--- config.mk ---
export PLATFORM = sky130hd
export DESIGN_NAME = glyph_coverage_pixel_blender
export DESIGN_NICKNAME = d
export VERILOG_FILES = /design/src/rtl/core/gcpb_pkg.sv /design/src/rtl/core/glyph_coverage_pixel_blender.sv /design/src/rtl/core/gcpb_cover.sv /design/src/rtl/core/gcpb_mix.sv
export SDC_FILE = /design/constraint.sdc
export NUM_CORES = 2
export LEC_CHECK = 0
export BUFFER_PORTS_ARGS = -buffer_cell sky130_fd_sc_hd__buf_4
export CAP_MARGIN = 20
export CORE_ASPECT_RATIO = 1.4
export CORE_UTILIZATION = 65
export DETAILED_ROUTE_END_ITERATION = 10
export GPL_ROUTABILITY_DRIVEN = 0
export PLACE_DENSITY_LB_ADDON = 0.1
export SLEW_MARGIN = 30
export SYNTH_ARGS = -nofsm -noshare
export SYNTH_HDL_FRONTEND = slang
export SYNTH_SLANG_ARGS = --single-unit
--- constraint.sdc ---
create_clock -name i_clk -period 9.1 [get_ports i_clk]
set_input_delay 1.82 -clock i_clk [delete_from_list [all_inputs] [get_ports i_clk]]
set_output_delay 1.82 -clock i_clk [all_outputs]
set_load 0.005 [all_outputs]
--- src/rtl/core/gcpb_pkg.sv ---
// Shared types, constants and helper functions for the glyph coverage pixel blender.
`default_nettype none

package gcpb_pkg;

    // Glyph depth codes.
    localparam logic [1:0] DEPTH_1BIT = 2'd0;
    localparam logic [1:0] DEPTH_4BIT = 2'd1;
    localparam logic [1:0] DEPTH_8BIT = 2'd2;

    // Framebuffer format codes.
    localparam logic [1:0] FMT_RGB565   = 2'd0;
    localparam logic [1:0] FMT_RGB888   = 2'd1;
    localparam logic [1:0] FMT_RGBA8888 = 2'd2;
    localparam logic [1:0] FMT_UNUSED   = 2'd3;

    // Configuration register indexes.
    localparam logic [1:0] REG_GLYPH_DEPTH  = 2'd0;
    localparam logic [1:0] REG_PIXEL_FORMAT = 2'd1;
    localparam logic [1:0] REG_TEXT_COLOR   = 2'd2;

    // Reset values of the configuration registers.
    localparam logic [1:0]  RST_GLYPH_DEPTH  = 2'd0;
    localparam logic [1:0]  RST_PIXEL_FORMAT = 2'd0;
    localparam logic [31:0] RST_TEXT_COLOR   = 32'hFFFF_FFFF;

    // RGB565 channels spread apart so all three interpolate in one word.
    localparam logic [31:0] MASK565 = 32'h07E0_F81F;

    // Channel maxima used to reduce the 8-bit text color to RGB565.
    localparam logic [7:0] MAX5 = 8'h1F;
    localparam logic [7:0] MAX6 = 8'h3F;

    // Configuration as seen by the datapath.
    typedef struct packed {
        logic [1:0]  glyph_depth;
        logic [1:0]  pixel_format;
        logic [31:0] text_color;
        logic [31:0] fg_spread;   // text color in RGB565, spread with MASK565
    } t_cfg;

    // Load enables of the four pipeline stages.
    typedef struct packed {
        logic ld0;
        logic ld1;
        logic ld2;
        logic ld3;
    } t_pipe_en;

    // Exact x / 255 for x up to 255 * 255.
    function automatic logic [7:0] div255(input logic [15:0] x);
        logic [16:0] t;
        begin
            t = {1'b0, x} + {9'b0, x[15:8]} + 17'd1;
            return t[15:8];
        end
    endfunction

    // Spread a 16-bit RGB565 pixel across a word as (p | p << 16) & MASK565.
    function automatic logic [31:0] spread565(input logic [15:0] p);
        begin
            return {p, p} & MASK565;
        end
    endfunction

endpackage

`default_nettype wire

--- src/rtl/core/glyph_coverage_pixel_blender.sv ---
// Top level of the glyph coverage pixel blender: configuration, pipeline control, datapath.
`default_nettype none

// Blends text color over one framebuffer pixel per item, weighted by the glyph
// coverage (1, 4 or 8 bits per pixel) and the text alpha, in RGB565, RGB888 or
// RGBA8888. The pipeline has four register stages: coverage and alpha multiply,
// divide by 255, channel multiplies, then the final divides and format select,
// whose register drives the output. An item is accepted every cycle while o_in_stall
// is low, and its result moves through the stage registers in that order to the
// outputs; a stall on the output holds the pipeline while empty stages keep filling.
// Configuration is written through a port that is always ready, and items accepted
// from the cycle after the write see the new values.
module glyph_coverage_pixel_blender (
    input  wire logic        i_clk,
    input  wire logic        i_rst_n,
    // Configuration write channel.
    input  wire logic        i_cfg_valid,
    output logic             o_cfg_ready,
    input  wire logic [1:0]  i_cfg_index,
    input  wire logic [31:0] i_cfg_data,
    // Input item channel.
    input  wire logic        i_in_valid,
    output logic             o_in_stall,
    input  wire logic [7:0]  i_dot_byte,
    input  wire logic [2:0]  i_column_in_byte,
    input  wire logic [31:0] i_background,
    // Result item channel.
    output logic             o_out_valid,
    input  wire logic        i_out_stall,
    output logic [31:0]      o_pixel_out,
    output logic             o_write_enable
);

    logic [1:0]  r_glyph_depth;
    logic [1:0]  r_pixel_format;
    logic [31:0] r_text_color;
    logic [31:0] r_fg_spread;
    logic [7:0]  fg_r5;
    logic [7:0]  fg_g6;
    logic [7:0]  fg_b5;
    logic [15:0] n_fg565;
    logic        cfg_wr;

    logic [3:0]  r_vld;
    logic [3:0]  stage_ready;

    gcpb_pkg::t_cfg     cfg;
    gcpb_pkg::t_pipe_en pipe_en;

    logic [7:0]  weight;
    logic        cov;
    logic [31:0] bg1;

    // Configuration registers.
    assign o_cfg_ready = 1'b1;
    assign cfg_wr      = i_cfg_valid;

    always_ff @(posedge i_clk) begin
        if (!i_rst_n) begin
            r_glyph_depth  <= gcpb_pkg::RST_GLYPH_DEPTH;
            r_pixel_format <= gcpb_pkg::RST_PIXEL_FORMAT;
            r_text_color   <= gcpb_pkg::RST_TEXT_COLOR;
        end else if (cfg_wr) begin
            unique case (i_cfg_index)
                gcpb_pkg::REG_GLYPH_DEPTH:  r_glyph_depth  <= i_cfg_data[1:0];
                gcpb_pkg::REG_PIXEL_FORMAT: r_pixel_format <= i_cfg_data[1:0];
                gcpb_pkg::REG_TEXT_COLOR:   r_text_color   <= i_cfg_data;
                default: begin
                end
            endcase
        end
    end

    // Text color reduced to RGB565 and spread for the packed blend.
    always_comb begin
        fg_r5   = gcpb_pkg::div255(16'(r_text_color[31:24]) * 16'(gcpb_pkg::MAX5));
        fg_g6   = gcpb_pkg::div255(16'(r_text_color[23:16]) * 16'(gcpb_pkg::MAX6));
        fg_b5   = gcpb_pkg::div255(16'(r_text_color[15:8]) * 16'(gcpb_pkg::MAX5));
        n_fg565 = {fg_r5[4:0], fg_g6[5:0], fg_b5[4:0]};
    end

    always_ff @(posedge i_clk) begin
        r_fg_spread <= gcpb_pkg::spread565(n_fg565);
    end

    assign cfg.glyph_depth  = r_glyph_depth;
    assign cfg.pixel_format = r_pixel_format;
    assign cfg.text_color   = r_text_color;
    assign cfg.fg_spread    = r_fg_spread;

    // A stage loads when it is empty or the stage after it moves on.
    always_comb begin
        stage_ready[3] = !r_vld[3] || !i_out_stall;
        stage_ready[2] = !r_vld[2] || stage_ready[3];
        stage_ready[1] = !r_vld[1] || stage_ready[2];
        stage_ready[0] = !r_vld[0] || stage_ready[1];
    end

    assign pipe_en.ld0 = stage_ready[0];
    assign pipe_en.ld1 = stage_ready[1];
    assign pipe_en.ld2 = stage_ready[2];
    assign pipe_en.ld3 = stage_ready[3];

    assign o_in_stall  = !stage_ready[0];
    assign o_out_valid = r_vld[3];

    // Valid bits travel with the items.
    always_ff @(posedge i_clk) begin
        if (!i_rst_n) begin
            r_vld <= 4'd0;
        end else begin
            if (stage_ready[0]) begin
                r_vld[0] <= i_in_valid;
            end
            if (stage_ready[1]) begin
                r_vld[1] <= r_vld[0];
            end
            if (stage_ready[2]) begin
                r_vld[2] <= r_vld[1];
            end
            if (stage_ready[3]) begin
                r_vld[3] <= r_vld[2];
            end
        end
    end

    gcpb_cover u_cover (
        .i_clk            (i_clk),
        .i_cfg            (cfg),
        .i_en             (pipe_en),
        .i_dot_byte       (i_dot_byte),
        .i_column_in_byte (i_column_in_byte),
        .i_background     (i_background),
        .o_weight         (weight),
        .o_cov            (cov),
        .o_background     (bg1)
    );

    gcpb_mix u_mix (
        .i_clk          (i_clk),
        .i_cfg          (cfg),
        .i_en           (pipe_en),
        .i_weight       (weight),
        .i_cov          (cov),
        .i_background   (bg1),
        .o_pixel_out    (o_pixel_out),
        .o_write_enable (o_write_enable)
    );

endmodule

`default_nettype wire

--- src/rtl/core/gcpb_cover.sv ---
// Coverage extraction and blend weight: pipeline stages zero and one.
`default_nettype none

module gcpb_cover (
    input  wire logic              i_clk,
    input  wire gcpb_pkg::t_cfg    i_cfg,
    input  wire gcpb_pkg::t_pipe_en i_en,
    input  wire logic [7:0]        i_dot_byte,
    input  wire logic [2:0]        i_column_in_byte,
    input  wire logic [31:0]       i_background,
    output logic [7:0]             o_weight,
    output logic                   o_cov,
    output logic [31:0]            o_background
);

    logic [3:0]  nib;
    logic        cov;
    logic [7:0]  mul_op;
    logic [15:0] prod;
    logic [7:0]  ta;
    logic [7:0]  n_weight;

    logic [15:0] r_prod;
    logic        r_cov0;
    logic [31:0] r_bg0;
    logic [7:0]  r_weight;
    logic        r_cov1;
    logic [31:0] r_bg1;

    assign ta = i_cfg.text_color[7:0];

    // Stage zero: pick the coverage and scale the text alpha by it.
    always_comb begin
        nib    = i_column_in_byte[0] ? i_dot_byte[3:0] : i_dot_byte[7:4];
        cov    = 1'b0;
        mul_op = i_dot_byte;
        unique case (i_cfg.glyph_depth)
            gcpb_pkg::DEPTH_1BIT: begin
                cov = i_dot_byte[3'd7 - i_column_in_byte];
            end
            gcpb_pkg::DEPTH_4BIT: begin
                cov    = (nib != 4'd0);
                mul_op = {nib, 4'd0};
            end
            gcpb_pkg::DEPTH_8BIT: begin
                cov = (i_dot_byte != 8'd0);
            end
            default: begin
                cov = 1'b0;
            end
        endcase
        if (i_cfg.pixel_format == gcpb_pkg::FMT_UNUSED) begin
            cov = 1'b0;
        end
        prod = 16'(ta) * 16'(mul_op);
    end

    always_ff @(posedge i_clk) begin
        if (i_en.ld0) begin
            r_prod <= prod;
            r_cov0 <= cov;
            r_bg0  <= i_background;
        end
    end

    // Stage one: one-bit coverage takes the alpha as is, otherwise divide by 255.
    always_comb begin
        if (i_cfg.glyph_depth == gcpb_pkg::DEPTH_1BIT) begin
            n_weight = ta;
        end else begin
            n_weight = gcpb_pkg::div255(r_prod);
        end
    end

    always_ff @(posedge i_clk) begin
        if (i_en.ld1) begin
            r_weight <= n_weight;
            r_cov1   <= r_cov0;
            r_bg1    <= r_bg0;
        end
    end

    assign o_weight     = r_weight;
    assign o_cov        = r_cov1;
    assign o_background = r_bg1;

endmodule

`default_nettype wire

--- src/rtl/core/gcpb_mix.sv ---
// Color blending in three framebuffer formats: pipeline stages two and three.
`default_nettype none

module gcpb_mix (
    input  wire logic               i_clk,
    input  wire gcpb_pkg::t_cfg     i_cfg,
    input  wire gcpb_pkg::t_pipe_en i_en,
    input  wire logic [7:0]         i_weight,
    input  wire logic               i_cov,
    input  wire logic [31:0]        i_background,
    output logic [31:0]             o_pixel_out,
    output logic                    o_write_enable
);

    logic [7:0]  cr;
    logic [7:0]  cg;
    logic [7:0]  cb;
    logic [7:0]  bg_r;
    logic [7:0]  bg_g;
    logic [7:0]  bg_b;
    logic [7:0]  inv_w;
    logic [8:0]  a5_sum;
    logic [5:0]  a5;
    logic [31:0] bgx;
    logic [31:0] diff;
    logic [15:0] n_sum_r;
    logic [15:0] n_sum_g;
    logic [15:0] n_sum_b;
    logic [31:0] n_p565;

    logic [15:0] r_sum_r;
    logic [15:0] r_sum_g;
    logic [15:0] r_sum_b;
    logic [31:0] r_p565;
    logic        r_cov2;
    logic [31:0] r_bg2;

    logic [31:0] bgx3;
    logic [31:0] res565;
    logic [15:0] fold565;
    logic [7:0]  mr;
    logic [7:0]  mg;
    logic [7:0]  mb;
    logic [31:0] n_pixel;

    logic [31:0] r_pixel;
    logic        r_we;

    assign cr = i_cfg.text_color[31:24];
    assign cg = i_cfg.text_color[23:16];
    assign cb = i_cfg.text_color[15:8];

    // Stage two: per-channel products and the packed RGB565 product.
    always_comb begin
        if (i_cfg.pixel_format == gcpb_pkg::FMT_RGB888) begin
            bg_r = i_background[23:16];
            bg_g = i_background[15:8];
            bg_b = i_background[7:0];
        end else begin
            bg_r = i_background[31:24];
            bg_g = i_background[23:16];
            bg_b = i_background[15:8];
        end
        inv_w   = 8'hFF - i_weight;
        n_sum_r = 16'(cr) * 16'(i_weight) + 16'(bg_r) * 16'(inv_w);
        n_sum_g = 16'(cg) * 16'(i_weight) + 16'(bg_g) * 16'(inv_w);
        n_sum_b = 16'(cb) * 16'(i_weight) + 16'(bg_b) * 16'(inv_w);

        a5_sum = {1'b0, i_weight} + 9'd4;
        a5     = a5_sum[8:3];
        bgx    = gcpb_pkg::spread565(i_background[15:0]);
        diff   = i_cfg.fg_spread - bgx;
        n_p565 = diff * 32'(a5);
    end

    always_ff @(posedge i_clk) begin
        if (i_en.ld2) begin
            r_sum_r <= n_sum_r;
            r_sum_g <= n_sum_g;
            r_sum_b <= n_sum_b;
            r_p565  <= n_p565;
            r_cov2  <= i_cov;
            r_bg2   <= i_background;
        end
    end

    // Stage three: finish the divisions and the RGB565 interpolation, then select.
    always_comb begin
        bgx3    = gcpb_pkg::spread565(r_bg2[15:0]);
        res565  = ((r_p565 >> 5) + bgx3) & gcpb_pkg::MASK565;
        fold565 = res565[31:16] | res565[15:0];
        mr      = gcpb_pkg::div255(r_sum_r);
        mg      = gcpb_pkg::div255(r_sum_g);
        mb      = gcpb_pkg::div255(r_sum_b);
        n_pixel = r_bg2;
        if (r_cov2) begin
            case (i_cfg.pixel_format)
                gcpb_pkg::FMT_RGB565:   n_pixel = {16'd0, fold565};
                gcpb_pkg::FMT_RGB888:   n_pixel = {8'd0, mr, mg, mb};
                gcpb_pkg::FMT_RGBA8888: n_pixel = {mr, mg, mb, 8'hFF};
                default:                n_pixel = r_bg2;
            endcase
        end
    end

    always_ff @(posedge i_clk) begin
        if (i_en.ld3) begin
            r_pixel <= n_pixel;
            r_we    <= r_cov2;
        end
    end

    assign o_pixel_out    = r_pixel;
    assign o_write_enable = r_we;

endmodule

`default_nettype wire
Yosys cells after proc, flatten, opt, wreduce, memory -nomap -nowiden --
Index checks and enable logic that the tools add are counted.
Word-level totals: bits in registers 292, bits of input ports 82, output and inout port bits 36, logic and storage cells 93
Cells by class: add/sub/neg operators 22, multiply operators 11, order comparisons 1, equality and inequality tests 7, muxes and demuxes 11, bitwise gates (word level) 1, reductions and logical operators 18
Operators with widths (number):
- $mul 8x8->16 | 7
- $pmux 32 s3 | 1
- $add 16x1->16 const B | 4
- $add 16x8->16 | 4
- $add 16x16->16 | 3
- $mux 8 | 5
- $mul 32x6->32 | 1
- $mux 32 | 1
- $sub 27x27->28 | 1
- $add 27x27->27 | 1
- $add 13x1->13 const B | 2
- $add 13x5->13 | 2
- $mul 8x5->13 const B | 2
- $or 11x16->16 | 1
- $add 14x1->14 const B | 1
- $add 14x6->14 | 1
- $mul 8x6->14 const B | 1
- $add 8x3->9 const B | 1
- $eq 2x2->1 const B | 4
- $reduce_bool 8->1 | 1
- $sub 8x8->8 const A | 1
- $eq 2x1->1 const B | 3
- $logic_not 1->1 | 6
- $logic_not 2->1 | 3
- 9 further kinds | 14

Logic depth before layout (Yosys ltp) --
word-level depth 6, depth in mapped cells 26, gate-level depth less buffers 26

By module --
A second synthesis with hierarchy kept.
Second synthesis, totals: cell total of the unflattened synthesis 3794, area, all modules 36623.9 sq um
Modules (own cells, without submodules):
- gcpb_mix | instances 1, cells an instance 2720, area each 25346.8 sq um, seq. area each 4234.1 sq um
- glyph_coverage_pixel_blender | instances 1, cells an instance 626, area each 5641.7 sq um, seq. area each 1121.1 sq um
- gcpb_cover | instances 1, cells an instance 448, area each 5635.4 sq um, seq. area each 2702.6 sq um

Least setup slack after synthesis --
Ideal clock, no wire load.
path type register to register, from reg r_pixel_format[1], to reg u_mix.r_sum_r[15] (data pin), library setup time 0.260 ns, arrival 6.209 ns, required time 8.840 ns, path slack 2.631 ns, cell stages (with the launch flop) 22, path buffers 1, clock period less this slack 6.469 ns, path through dfxtp_1 > clkinv_1 > nand2_1 > buf_1 > mux2i_1 > or2_2 > fa_1 > fa_1 > inv_1 > fa_1 > fa_1 > fa_1 > inv_1 > fa_1 > inv_1 > ha_1 > a21o_1 > a31o_2 > a311o_1 > a31oi_1 > o21bai_1 > xnor2_1
On the way: word-level cells in the longest chain between the ends 4
RTL lines:
- start, declared | RTL line glyph_coverage_pixel_blender.sv:35 | logic [1:0] r_pixel_format;
- start signal, assigned | RTL line glyph_coverage_pixel_blender.sv:61 | r_pixel_format <= gcpb_pkg::RST_PIXEL_FORMAT;
- start signal, assigned | RTL line glyph_coverage_pixel_blender.sv:66 | gcpb_pkg::REG_PIXEL_FORMAT: r_pixel_format <= i_cfg_data[1:0];
- $eq 2x1->1 | RTL line gcpb_mix.sv:55 | if (i_cfg.pixel_format == gcpb_pkg::FMT_RGB888) begin
- $mux 8 | RTL line gcpb_mix.sv:55
- $mul 8x8->16 | RTL line gcpb_mix.sv:65 | n_sum_r = 16'(cr) * 16'(i_weight) + 16'(bg_r) * 16'(inv_w);
- $add 16x16->16 | RTL line gcpb_mix.sv:65
- via u_mix.n_sum_r[15] | RTL line gcpb_mix.sv:26 | logic [15:0] n_sum_r;
- end signal, assigned | RTL line gcpb_mix.sv:78 | r_sum_r <= n_sum_r;
- end, declared | RTL line gcpb_mix.sv:31 | logic [15:0] r_sum_r;
The timed path passes the listed nets, and every way through them passes these cells. A chain may end at the register's enable or synchronous reset.

Worst setup path after layout --
from reg r_pixel_format[0], to reg u_mix.r_sum_b[15] (data pin)
On the way: word-level cells in the longest chain between the ends 4
RTL lines:
- $eq 2x1->1 | RTL line gcpb_mix.sv:55
- $mux 8 | RTL line gcpb_mix.sv:55
- $mul 8x8->16 | RTL line gcpb_mix.sv:67 | n_sum_b = 16'(cb) * 16'(i_weight) + 16'(bg_b) * 16'(inv_w);
- $add 16x16->16 | RTL line gcpb_mix.sv:67
- via u_mix.n_sum_b[15] | RTL line gcpb_mix.sv:28 | logic [15:0] n_sum_b;
- end signal, assigned | RTL line gcpb_mix.sv:80 | r_sum_b <= n_sum_b;
- end, declared | RTL line gcpb_mix.sv:33 | logic [15:0] r_sum_b;
The timed path passes the listed nets, and every way through them passes these cells.

==> run metrics <==
multi-input logic area=24,600 sq um; final-report setup violation count=0; Cell Area, Synth=35,500 sq um; Final Non-Filler Cells=4,454; Starting Density=0.657; max-slew violations=0; via count=26,200; Detailed Place HPWL=71,700 microns; clock sink count=287; Tot GR Track Use=0.333; WS Path Type=register to register; CTS resizes=0; cell count after synthesis=3,641; Die W=200 microns; post-layout util=0.705; Final min period=7720 ps; YS warnings=0; Starting DRT DRC Count=1,825; WL final=89,100 microns; Hold Crit Class=register to register; Rows=101; TNS Setup=0 ps; Distinct cells, synth=87; Post-synth ARST share=0; DRC errors left=0; most frequent cells in the layout=inv_1, fa_1, ha_1, nor2_1, nand2_1; Area after DPL=37,100 sq um; CP cell instances=inv_1, nor2_2, buf_4, nor2_1, a21oi_1, nor2_1, fa_1, inv_1, fa_1, inv_1, fa_1, fa_1, fa_1, fa_1, ha_1, a21o_1, a31o_2, a311o_1, a31oi_1, o21bai_1, xnor2_1; syn nets=4,602; Most Frequent Cell on Critical Path=fa_1; Reg2Reg Setup Slack=1380 ps; number of max-cap violations=0; Worst-path clk slew=70 ps; share of cells above drive strength 1=0.0841; Worst Hold End=u_cover.o_background[9]; Syn Area/Cell=9.75 sq um; area grow syn2layout=7.42%; Clock Skews=39.6 ps; Nets=4,669; fin area=38,200 sq um; Fmax achieved=130 MHz; wire length per cell=20.0 microns; initial antenna violation count=0; later-pin clock latency in the skew report=620 ps; ANT nets after route=0; Hold Crit Start=u_cover.r_bg0[9]; core area=54,100 sq um; worst r2r src=r_pixel_format[0]; delay-heaviest family, CP=adder cells; total CTS buffers=30; R2R depth=21; postcts setup bufs=0; Slew HR=0.291; Post-synth EDFFs=231; unrepaired setup endpoints after global routing=no; FF/Latch Area=8060 sq um; crit path capture type=register; sequential share of the synthesized area=0.227; Detailed Routing Iterations Pass 1=7; Crit-path slowest cell=nor2_2; Hold Vio Cnt, Final=0; H-tree depth=1; vias in the first global route=27,900; crit path buf inv count=4; global-route wire length before repair=142,000 microns; most common cell after layout, fill and taps aside=inv_1; Worst R2R End=u_mix.r_sum_b[15]; Worst path max stage delay=810 ps; Crit Path Max Fanout=16; Placed Instances=4,396; status=complete, no violations; grt ovf=0; crit path DAT=8070 ps; Die Area=55,600 sq um; startpoint types=register; fin crit share=0.848; hold-fix buffers at CTS=0; commonest register cell after synthesis=edfxtp_1; largest net degree at the start of global routing=90; DR vias/cell=5.89; synthesized flop and latch total=287; Worst EP required=9450 ps; worst-margin pin slew=1030 ps; port bufs=116; Clock Root Buffer=clkbuf_16; hold-critical path depth=0; Fillers=4,134; DIE HEIGHT=279 microns; Clock Path Buffers=3; IO Count=118; CTS tree=done
==> worst reg2reg max path, stage by stage, from the launching register on <==
cell and delay (ps):
dfxtp_1 620, inv_1 220, nor2_2 810, buf_4 370, nor2_1 90, a21oi_1 490, nor2_1 140, fa_1 570
inv_1 70, fa_1 540, inv_1 50, fa_1 490, fa_1 440, fa_1 510, fa_1 460, ha_1 360
a21o_1 200, a31o_2 240, a311o_1 370, a31oi_1 180, o21bai_1 90, xnor2_1 140
==> sequential cells by signal, indices dropped and copies added (netlist names), 2 cells and up <==
register / flops
r_vld: 4
u_mix.r_p565: 27
r_glyph_depth: 2
u_mix.r_bg2: 32
u_cover.o_weight: 8
u_cover.r_prod: 16
r_text_color: 32
u_mix.r_sum_g: 16
r_pixel_format: 2
u_cover.r_bg0: 32
u_mix.r_sum_r: 16
u_cover.o_background: 32
u_mix.o_pixel_out: 32
r_fg_spread: 16
u_mix.r_sum_b: 16
==> Yosys cell counts, types with 5 or more instances <==
cell	instances	area share
a31o_2	5	0.0012
a211oi_1	9	0.0019
nand4_1	16	0.0028
o211a_1	5	0.0014
a21oi_1	99	0.014
edfxtp_1	231	0.20
nand2b_1	15	0.0026
ha_1	392	0.14
nand3_1	64	0.0090
mux2i_1	29	0.0082
inv_1	668	0.071
and2_1	120	0.021
nand3b_1	8	0.0017
a21o_1	39	0.0082
fa_1	487	0.27
xor2_1	55	0.014
clkbuf_1	92	0.0097
o31ai_1	7	0.0015
a21boi_0	9	0.0019
o21bai_1	12	0.0025
o21ai_0	82	0.012
or2_2	82	0.014
buf_1	9	0.00095
mux2_2	5	0.0016
and3_1	41	0.0072
o22ai_1	19	0.0033
o21a_1	25	0.0053
nand2_1	286	0.030
buf_2	6	0.00085
nor2_1	333	0.035
o211ai_1	21	0.0044
xnor2_1	123	0.030
or3_1	12	0.0021
nor3_1	30	0.0042
a31oi_1	21	0.0037
nor2b_1	27	0.0048
nor3b_1	5	0.0011
dfxtp_1	56	0.032
==> per-layer routing <==
layer / global-route usage / share of wire / vias to the layer above / wire length [microns]
met4: 0.197 / 0.067 / 0 / 5940
met1: 0.376 / 0.36 / 13000 / 32000
met5: 0 / 0 / - / 0
met2: 0.591 / 0.51 / 1019 / 45800
met3: 0.0458 / 0.061 / 343 / 5400
li1: - / - / 11900 / -
==> kinds of logic after synthesis <==
| kind of cell | after synthesis | share of synthesized area |
|---|---|---|
| compound gates | 426 | 0.0819 |
| xor+xnor | 179 | 0.0445 |
| fa+ha+maj | 879 | 0.413 |
| buf+inv | 779 | 0.0826 |
| flops | 287 | 0.227 |
| mux | 36 | 0.0110 |
| other cells | 1 | 0.000106 |
| simple gates | 1054 | 0.140 |
==> stage by stage <==
step	hold slack, ps	worst slack (ps)
after floorplan	400	2630
after CTS	412	1490
after detailed placement	405	1500
after global routing	431	1040
after global placement	403	1650
final	416	1380
==> how the worst max path moves through the flow <==
stage | start | end | slack [ps] | cells past startpoint
6_report | r_pixel_format[0] | u_mix.r_sum_b[15] | 1380 | 21
5_1_grt | r_pixel_format[0] | u_mix.r_sum_b[15] | 1040 | 21
4_1_cts | r_pixel_format[0] | u_mix.r_sum_g[15] | 1490 | 21
3_5_place_dp | r_pixel_format[1] | u_mix.r_sum_r[15] | 1500 | 21
3_3_place_gp | r_pixel_format[0] | u_mix.r_sum_g[15] | 1650 | 21
2_1_floorplan | r_pixel_format[1] | u_mix.r_sum_r[15] | 2630 | 21
==> cell type report <==
cell class                      count  share of cell area
Multi-Input combinational cell   2575               0.644
Clock buffer                       44              0.0229
Timing Repair Buffer              143              0.0283
Clock inverter                     12             0.00328
Inverter                          671              0.0661
Sequential cell                   287               0.211
Antenna cell                        1           0.0000656
Tap cell                          721              0.0236
Power is left out: the tool's default activity adds up to more than one toggle a clock period on the data nets, which glitch-free logic cannot reach.
